`src/rtl/core/cpt_pkg.sv`:
```
// types and constants of the cpu tick percentage core
package cpt_pkg;

  // number of tick counters in one word
  localparam int NUM_CTR = 5;
  // bits of a counter position index
  localparam int CTR_IDX_W = 3;
  // bits of one percentage
  localparam int PCT_W = 7;

  // action codes
  localparam logic ACT_SAMPLE = 1'b0;
  localparam logic ACT_CLEAR  = 1'b1;

  typedef struct packed {
    logic        action;
    logic [3:0]  machine;
    logic [31:0] ticks_slot0;
    logic [31:0] ticks_slot1;
    logic [31:0] ticks_slot2;
    logic [31:0] ticks_slot3;
    logic [31:0] ticks_slot4;
  } item_t;

  typedef struct packed {
    logic [3:0]       machine_out;
    logic [PCT_W-1:0] pct0;
    logic [PCT_W-1:0] pct1;
    logic [PCT_W-1:0] pct2;
    logic [PCT_W-1:0] pct3;
    logic [PCT_W-1:0] pct4;
  } result_t;

  // raw counter position reported at output position j (3 and 4 swapped)
  function automatic logic [CTR_IDX_W-1:0] raw_of_out(input logic [CTR_IDX_W-1:0] j);
    logic [CTR_IDX_W-1:0] r;
    case (j)
      3'd3:    r = 3'd4;
      3'd4:    r = 3'd3;
      default: r = j;
    endcase
    return r;
  endfunction

endpackage

```
`src/rtl/core/cpu_tick_percentages_core.sv`:
```
// top level of the cpu tick percentage core
// Each sample word names a machine slot and carries five cumulative tick
// counters. The core keeps the previous counters per slot in a small memory
// and reports each wrapping delta as a truncated percentage of the delta sum,
// with raw counters 3 and 4 swapped in the result. A sample word with a result
// keeps busy high while the core reads and rewrites the five stored counters
// through the single memory port, checks the slot flag and runs the shared
// divider once for each of the five counters. The first sample after reset or
// after a clear of the slot keeps busy high through the reads, the rewrites
// and the flag check and gives no result. A clear word and a word for a slot at
// or beyond MACHINES give no result and leave busy low. The result word is on result
// for exactly one cycle with done high and must be taken then.
module cpu_tick_percentages_core import cpt_pkg::*; #(
  parameter int MACHINES     = 16,
  parameter int COUNTER_BITS = 32
) (
  input  logic    clk,
  input  logic    rst,
  input  logic    start,
  output logic    busy,
  input  item_t   item,
  output logic    done,
  output result_t result
);

  localparam int SLOT_W = (MACHINES > 1) ? $clog2(MACHINES) : 1;
  localparam int DEPTH  = MACHINES * NUM_CTR;
  localparam int ADDR_W = $clog2(DEPTH);
  localparam int SUM_W  = COUNTER_BITS + 3;
  localparam int DIV_W  = COUNTER_BITS + 10;

  typedef enum logic [2:0] {
    S_IDLE,
    S_READ,
    S_DELTA,
    S_CHECK,
    S_DIV_START,
    S_DIV_WAIT
  } state_t;

  state_t state;

  logic [COUNTER_BITS-1:0] now   [NUM_CTR];
  logic [COUNTER_BITS-1:0] delta [NUM_CTR];
  logic [PCT_W-1:0]        pct   [NUM_CTR];
  logic [MACHINES-1:0]     first_pending;
  logic [SUM_W-1:0]        sum;
  logic [ADDR_W-1:0]       addr;
  logic [SLOT_W-1:0]       slot;
  logic [3:0]              machine;
  logic [CTR_IDX_W-1:0]    idx;

  logic [COUNTER_BITS-1:0] mem [DEPTH];
  logic [COUNTER_BITS-1:0] rdata;

  logic                    accept;
  logic                    slot_ok;
  logic [COUNTER_BITS-1:0] diff;
  logic [COUNTER_BITS-1:0] div_d;
  logic [DIV_W-1:0]        div_num;
  logic                    div_start;
  logic                    div_done;
  logic [PCT_W-1:0]        div_quot;

  assign accept  = start && !busy;
  assign slot_ok = 32'(item.machine) < MACHINES;
  assign busy    = (state != S_IDLE);

  // wrapping delta of the counter under work
  assign diff = now[idx] - rdata;

  // dividend is delta times 100, built as 64 + 32 + 4
  assign div_d     = delta[raw_of_out(idx)];
  assign div_num   = (DIV_W'(div_d) << 6) + (DIV_W'(div_d) << 5) + (DIV_W'(div_d) << 2);
  assign div_start = (state == S_DIV_START);

  // previous counters, read old data while the new counter is written
  always_ff @(posedge clk) begin
    rdata <= mem[addr];
    if (state == S_READ) begin
      mem[addr] <= now[idx];
    end
  end

  cpt_pct_div #(
    .W(DIV_W)
  ) u_div (
    .clk   (clk),
    .rst   (rst),
    .start (div_start),
    .num   (div_num),
    .den   (DIV_W'(sum)),
    .done  (div_done),
    .quot  (div_quot)
  );

  // sequencer
  always_ff @(posedge clk) begin
    if (rst) begin
      state         <= S_IDLE;
      done          <= 1'b0;
      first_pending <= '1;
    end else begin
      done <= 1'b0;
      case (state)
        S_IDLE: begin
          if (accept && slot_ok) begin
            slot    <= SLOT_W'(item.machine);
            machine <= item.machine;
            if (item.action == ACT_CLEAR) begin
              first_pending[SLOT_W'(item.machine)] <= 1'b1;
            end else begin
              now[0] <= COUNTER_BITS'(item.ticks_slot0);
              now[1] <= COUNTER_BITS'(item.ticks_slot1);
              now[2] <= COUNTER_BITS'(item.ticks_slot2);
              now[3] <= COUNTER_BITS'(item.ticks_slot3);
              now[4] <= COUNTER_BITS'(item.ticks_slot4);
              addr   <= ADDR_W'(32'(item.machine) * NUM_CTR);
              idx    <= '0;
              sum    <= '0;
              state  <= S_READ;
            end
          end
        end
        S_READ: begin
          state <= S_DELTA;
        end
        S_DELTA: begin
          delta[idx] <= diff;
          sum        <= sum + SUM_W'(diff);
          addr       <= addr + 1'b1;
          if (idx == CTR_IDX_W'(NUM_CTR - 1)) begin
            state <= S_CHECK;
          end else begin
            idx   <= idx + 1'b1;
            state <= S_READ;
          end
        end
        S_CHECK: begin
          idx <= '0;
          if (first_pending[slot]) begin
            first_pending[slot] <= 1'b0;
            state               <= S_IDLE;
          end else begin
            if (sum == '0) begin
              sum <= SUM_W'(1);
            end
            state <= S_DIV_START;
          end
        end
        S_DIV_START: begin
          state <= S_DIV_WAIT;
        end
        S_DIV_WAIT: begin
          if (div_done) begin
            pct[idx] <= div_quot;
            if (idx == CTR_IDX_W'(NUM_CTR - 1)) begin
              done  <= 1'b1;
              state <= S_IDLE;
            end else begin
              idx   <= idx + 1'b1;
              state <= S_DIV_START;
            end
          end
        end
        default: begin
          state <= S_IDLE;
        end
      endcase
    end
  end

  // result word, already in output order
  assign result.machine_out = machine;
  assign result.pct0        = pct[0];
  assign result.pct1        = pct[1];
  assign result.pct2        = pct[2];
  assign result.pct3        = pct[3];
  assign result.pct4        = pct[4];

endmodule

```
`src/rtl/core/cpt_pct_div.sv`:
```
// iterative restoring divider giving a 7-bit quotient, one bit a cycle
module cpt_pct_div import cpt_pkg::*; #(
  parameter int W = 42
) (
  input  logic             clk,
  input  logic             rst,
  input  logic             start,
  input  logic [W-1:0]     num,
  input  logic [W-1:0]     den,
  output logic             done,
  output logic [PCT_W-1:0] quot
);

  logic [W-1:0]         rem;
  logic [W-1:0]         dsh;
  logic [CTR_IDX_W-1:0] bitpos;
  logic                 run;

  // one compare and subtract per cycle, divisor shifted down each step
  always_ff @(posedge clk) begin
    if (rst) begin
      run  <= 1'b0;
      done <= 1'b0;
    end else begin
      done <= 1'b0;
      if (start) begin
        rem    <= num;
        dsh    <= den << (PCT_W - 1);
        bitpos <= CTR_IDX_W'(PCT_W - 1);
        quot   <= '0;
        run    <= 1'b1;
      end else if (run) begin
        if (rem >= dsh) begin
          rem          <= rem - dsh;
          quot[bitpos] <= 1'b1;
        end
        dsh <= dsh >> 1;
        if (bitpos == '0) begin
          run  <= 1'b0;
          done <= 1'b1;
        end else begin
          bitpos <= bitpos - 1'b1;
        end
      end
    end
  end

endmodule

```
`config.mk`:
```
export PLATFORM = sky130hd
export DESIGN_NAME = cpu_tick_percentages_core
export DESIGN_NICKNAME = d
export VERILOG_FILES = /design/src/rtl/core/cpt_pkg.sv /design/src/rtl/core/cpu_tick_percentages_core.sv /design/src/rtl/core/cpt_pct_div.sv
export SDC_FILE = /design/constraint.sdc
export NUM_CORES = 2
export LEC_CHECK = 0
export BUFFER_PORTS_ARGS = -buffer_cell sky130_fd_sc_hd__buf_2
export CAP_MARGIN = 20
export CORE_UTILIZATION = 49
export CTS_CLUSTER_DIAMETER = 100
export DETAILED_ROUTE_END_ITERATION = 8
export MAX_ROUTING_LAYER = met4
export PLACE_DENSITY_LB_ADDON = 0.1
export SKIP_CTS_REPAIR_TIMING = 1
export SKIP_LAST_GASP = 1
export SYNTH_ARGS = -nofsm -noshare
export SYNTH_HDL_FRONTEND = slang
export SYNTH_SLANG_ARGS = --single-unit
```
`constraint.sdc`:
```
create_clock -name clk -period 18.4 [get_ports clk]
set_input_delay 0.92 -clock clk [delete_from_list [all_inputs] [get_ports clk]]
set_output_delay 0.92 -clock clk [all_outputs]
set_load 0.02 [all_outputs]
```
Word-level counts from Yosys, hierarchy flattened
Memories as Yosys holds them, arrays and structs flattened. A register that Yosys moved wholly into a read port is not among the register bits.
Cells that the tools add are included.
{ "totals": {"ff_bits": 164, "ramBits": 2915, "in_bits": 168, "word_cells": 145, "n_memories": 4} }
{ "memory_table": {"columns": ["name", "depth", "word_bits", "read_ports", "rd_ports_with_merged_regs", "wr", "line", "text"], "rows": [
  ["mem", 80, 32, 1, 1, 1, "cpu_tick_percentages_core.sv:53", "logic [COUNTER_BITS-1:0] mem [DEPTH];"],
  ["delta", 5, 32, 1, 0, 1, "cpu_tick_percentages_core.sv:44", "logic [COUNTER_BITS-1:0] delta [NUM_CTR];"],
  ["now", 5, 32, 1, 1, 5, "cpu_tick_percentages_core.sv:43", "logic [COUNTER_BITS-1:0] now [NUM_CTR];"],
  ["pct", 5, 7, 5, 0, 1, "cpu_tick_percentages_core.sv:45", "logic [PCT_W-1:0] pct [NUM_CTR];"]
]} }
{ "op_classes": {"add_sub_neg": 8, "multipliers": 1, "magnitude_cmp": 7, "eq_ne": 15, "n_mux": 62, "n_bitwise": 8, "reduce_logical": 26} }
{ "op_table": {"columns": ["operator", "count"], "rows": [
  ["2-to-1 mux 35 bit", 4],
  ["2-to-1 mux 42 bit", 3],
  ["one-hot mux 35 bit (3 select lines)", 1],
  ["2-to-1 mux 41 bit", 2],
  ["2-to-1 mux 16 bit", 3],
  [">= comparator 42 x 41 -> 1 bit", 1],
  ["subtractor 42 x 41 -> 42 bit", 1],
  ["adder 39 x 34 -> 40 bit", 1],
  ["adder 38 x 37 -> 39 bit", 1],
  ["2-to-1 mux 3 bit", 12],
  ["adder 35 x 32 -> 35 bit", 1],
  ["logical NOT 35 bit", 1],
  ["one-hot mux 16 bit (2 select lines)", 1],
  ["subtractor 32 bit", 1],
  ["2-to-1 mux 7 bit", 4],
  ["2-to-1 mux 1 bit", 23],
  ["one-hot mux 3 bit (6 select lines)", 1],
  ["AND 16 bit", 1],
  ["inverter 16 bit", 1],
  ["OR 16 bit", 1],
  ["inequality test 2 bit, second input constant", 7],
  ["one-hot mux 7 bit (2 select lines)", 1],
  ["one-hot mux 3 bit (4 select lines)", 1],
  ["AND reduction 3 bit", 4],
  ["30 further kinds", 50]
]} }

Depth between registers and ports, before layout
{ "logic_depth": {"ltp_word": 8, "ltp_mapped": 26, "depth_no_buf": 24} }

By module
Synthesis repeated with hierarchy kept, for this count alone.
{ "hier_totals": {"hier_cells": 7682, "hier_area_um2": 127549.8} }
{ "by_module_without_submodules": {"columns": ["module", "n_inst", "cells_each", "area_per_inst_um2"], "rows": [
  ["cpu_tick_percentages_core", 1, 6968, 121072.4],
  ["cpt_pct_div", 1, 714, 6477.5]
]} }

Least setup slack after synthesis
No wires, ideal clock.
{ "synth_path": {"path_kind": "input port to flip-flop", "start": "input port rst", "end": "memory now[0][0] (enable)", "setup_ns": 0.682, "t_arrival_ns": 7.923, "required_ns": 17.718, "setup_slack_ns": 9.795, "stages": 4, "n_path_buf": 1, "path_cell_list": "clkbuf_1 nor2_1 nand2_1 nor2_1"} }
{ "synth_rtl": {"columns": ["item", "line", "text"], "rows": [
  ["start, declared", "cpu_tick_percentages_core.sv:18", "input logic rst,"],
  ["end, declared", "cpu_tick_percentages_core.sv:43", null]
]} }

==> results.md <==
* Final Hold Fails at 0
* Die ar. at 250400 um^2
* Synth top area share at 0.7541
* Pleak at 44.45 nW
* Worst path bufs/invs at 2
* Endpoint class of the critical path: flip-flop
* Routability Congestion at 0.8871
* Cell taking the most area after synthesis: edfxtp_1
* NumNets Final at 7892
* Num CTS Buffers at 337
* Crit-path max FO at 32
* Critical-path top delay cell: mux2i_1
* Area after DPL at 128100 um^2
* Min-delay worst type: in -> reg
* Final Worst Setup Slack at 11260 ps
* Crit path required time at 19060 ps
* Top-level I/O count at 209
* Kind of critical path: reg -> reg
* Core Footprint at 246400 um^2
* Place WS at 11260 ps
* Tot GR Track Use at 0.2990
* TritonCTS clock tree: yes
* Worst setup endpoint: sum[34]
* Area Growth Syn to Fin at 13.83%
* Die Span Y at 500.4 um
* Total routed wirelength at 366400 um
* Mapped cell area at 121700 um^2
* Drt drc at 0
* Mean Syn Cell Area at 17.01 um^2
* H-tree levels at 5
* Initial antenna violation count at 33
* WL/cell at 32.94 um
* Vias in the first global route at 68920
* Syn nets at 7508
* 1st-iter DRT viols at 9049
* R2r worst-path depth at 21
* CP peak stage delay at 810 ps
* Seq/Total Area, Yosys at 0.7635
* CP startpoint kind: flip-flop
* Slew headroom at 0.1721
* Setup violators final at 0
* Power density over cell area at 114.1 nW/um^2
* CTS max path bufs at 4
* Clock-pin slew on the worst setup and hold paths at 60 ps
* Period minus WS final at 7144 ps
* Peak supply drop at 0.08668 mV
* Vias post-DR at 71220
* Cell variety after synth at 81
* Share of cells above drive strength 1 at 0.1585
* Via density at 6.402
* CP cell instances: buf_4 -> mux4_2 -> mux2i_1 -> inv_2 -> ha_1 -> nor2b_1 -> o31a_1 -> o2111ai_1 -> a211oi_1 -> o21ai_0 -> o21ai_0 -> xor2_1 -> ha_1 -> a21o_1 -> a21oi_1 -> nand3b_1 -> o211ai_1 -> a31oi_1 -> o31a_1 -> o211ai_1 -> mux2i_1
* Number of synthesized register bits at 3114
* Layout Skew at 90.97 ps
* Maxcap violations at 0
* Crit path depth at 21
* Starting Density at 0.4940
* # port buffers at 208
* Top Family by Delay on Critical Path: compound AO/OA/AOI/OAI gates
* Synth warn at 0
* Unrepaired setup endpoints after global routing: false
* Final Util at 0.5624
* Design Area, Final at 138600 um^2
* Die W at 500.4 um
* Worst-Margin Slew at 1229 ps
* Largest net degree at the start of global routing at 133
* Final slew viol count at 0
* Root buffer cell: clkbuf_16
* First-pass DRT Iterations at 6
* Final ANT Viol Nets at 0
* Critical path data arrival time at 7810 ps
* Setup_tns at 0 ps
* FF-to-FF setup slack at 11260 ps
* Number of flops mapped to enable cells by yosys at 3057
* HPWL after detailed placement at 205600 um
* Fmax at 140.0 MHz
* Async SR Flop Fraction at 0
* Total Power at 15.81 mW
* Status: completed
* Synth cell count leaders: 3057 x edfxtp_1, 828 x a22oi_1, 271 x a21oi_1, 250 x nor2_1, 241 x nand2_1
* Mapped Cells at 7157
* Skew-Pair Late Insertion Delay at 990 ps
* R2R Path End: sum[34]
* Largest cells by area after synthesis: edfxtp_1 75%, a22oi_1 5.1%, mux4_2 2.1%
* First-pass GRT wire length at 515900 um
* Synth Flop Type: edfxtp_1
* Most frequent cell after synthesis: edfxtp_1
* Post-route clock period utilization at 0.3883
* GRT overflow at 0
* Clk sink count at 3114
* Row cnt at 182
## power breakdown
part | leakage [nW] | total, mW | switching, mW | internal [mW]
combinational | 11.4 | 1.38 | 0.965 | 0.418
sequential | 28.0 | 7.96 | 0.0190 | 7.94
clock | 5.11 | 6.46 | 2.69 | 3.77
## cells in the final DEF (no fill, tap or decap), types with 51 or more instances in the layout
| cell | count |
|---|---|
| buf_2 | 208 |
| a31oi_1 | 93 |
| a22o_1 | 148 |
| clkbuf_1 | 74 |
| a22oi_1 | 828 |
| nor2_4 | 80 |
| dfxtp_1 | 54 |
| nand4_1 | 215 |
| nand2_1 | 241 |
| clkinv_2 | 57 |
| buf_4 | 229 |
| mux4_2 | 116 |
| o21ai_1 | 51 |
| mux2_2 | 51 |
| edfxtp_1 | 3057 |
| ha_1 | 150 |
| inv_1 | 114 |
| clkinv_1 | 66 |
| nor2_1 | 170 |
| a221oi_1 | 161 |
| a21o_1 | 80 |
| xnor2_1 | 72 |
| o21ai_0 | 201 |
| nand3_1 | 68 |
| a21oi_1 | 269 |
| clkbuf_16 | 341 |
## stage by stage
step,hold WS (ps),cells
final,116.0,11130
after detailed placement,445.4,10510
after global placement,445.1,10500
after CTS,54.27,11100
after floorplan,423.7,7157
after global routing,75.83,11110
## layer usage
layer  up-vias  track usage  routed length (um)
met5         -            -                   0
met4         0      0.08285               10390
met3       508      0.06182               36800
met2      3476       0.4511              169400
met1     37050       0.4135              149900
li1      30190            -                   -
## worst min path at each step
stage | start | to | slack, ps | cells past startpoint
3_3_place_gp | first_pending[0] | first_pending[0] | 450 | 2
2_1_floorplan | first_pending[0] | first_pending[0] | 420 | 2
5_1_grt | item[150] | now[0][22] | 80 | 1
6_report | item[118] | now[1][22] | 120 | 1
3_5_place_dp | first_pending[0] | first_pending[0] | 450 | 2
4_1_cts | item[118] | now[1][22] | 50 | 1
## cells by family (layout without fill, tap and decap cells)
logic type,Yosys count,in the layout,synth area share
adder cells (fa/ha/maj),183,183,0.02085
AO/OA/AOI/OAI,2020,2020,0.1175
other,0,21,0
flip-flops,3114,3114,0.7635
AND/OR/NAND/NOR,945,945,0.03814
XOR/XNOR,116,116,0.008346
multiplexers,246,246,0.03349
buffers and inverters,533,1168,0.01817
## state kept, by name, summed over array words and instances, names as in the netlist, named ones only
name	count
addr	7
delta	160
done	1
first_pending	16
idx	3
machine	4
mem	2560
now	160
pct	35
rdata	32
state	3
sum	35
u_div.bitpos	3
u_div.done	1
u_div.dsh	41
u_div.quot	7
u_div.rem	42
u_div.run	1
## cell type report
class	count	area [um^2]
clock inverters	163	1419
repair buffers	459	3156
clock buffers	427	8976
flip-flops and latches	3114	92940
well taps	3312	4144
inverters	119	449.2
diodes	21	52.55
fillers	19110	107800
multi-input cells	3510	27430
Power figures use the tool's default switching activity.
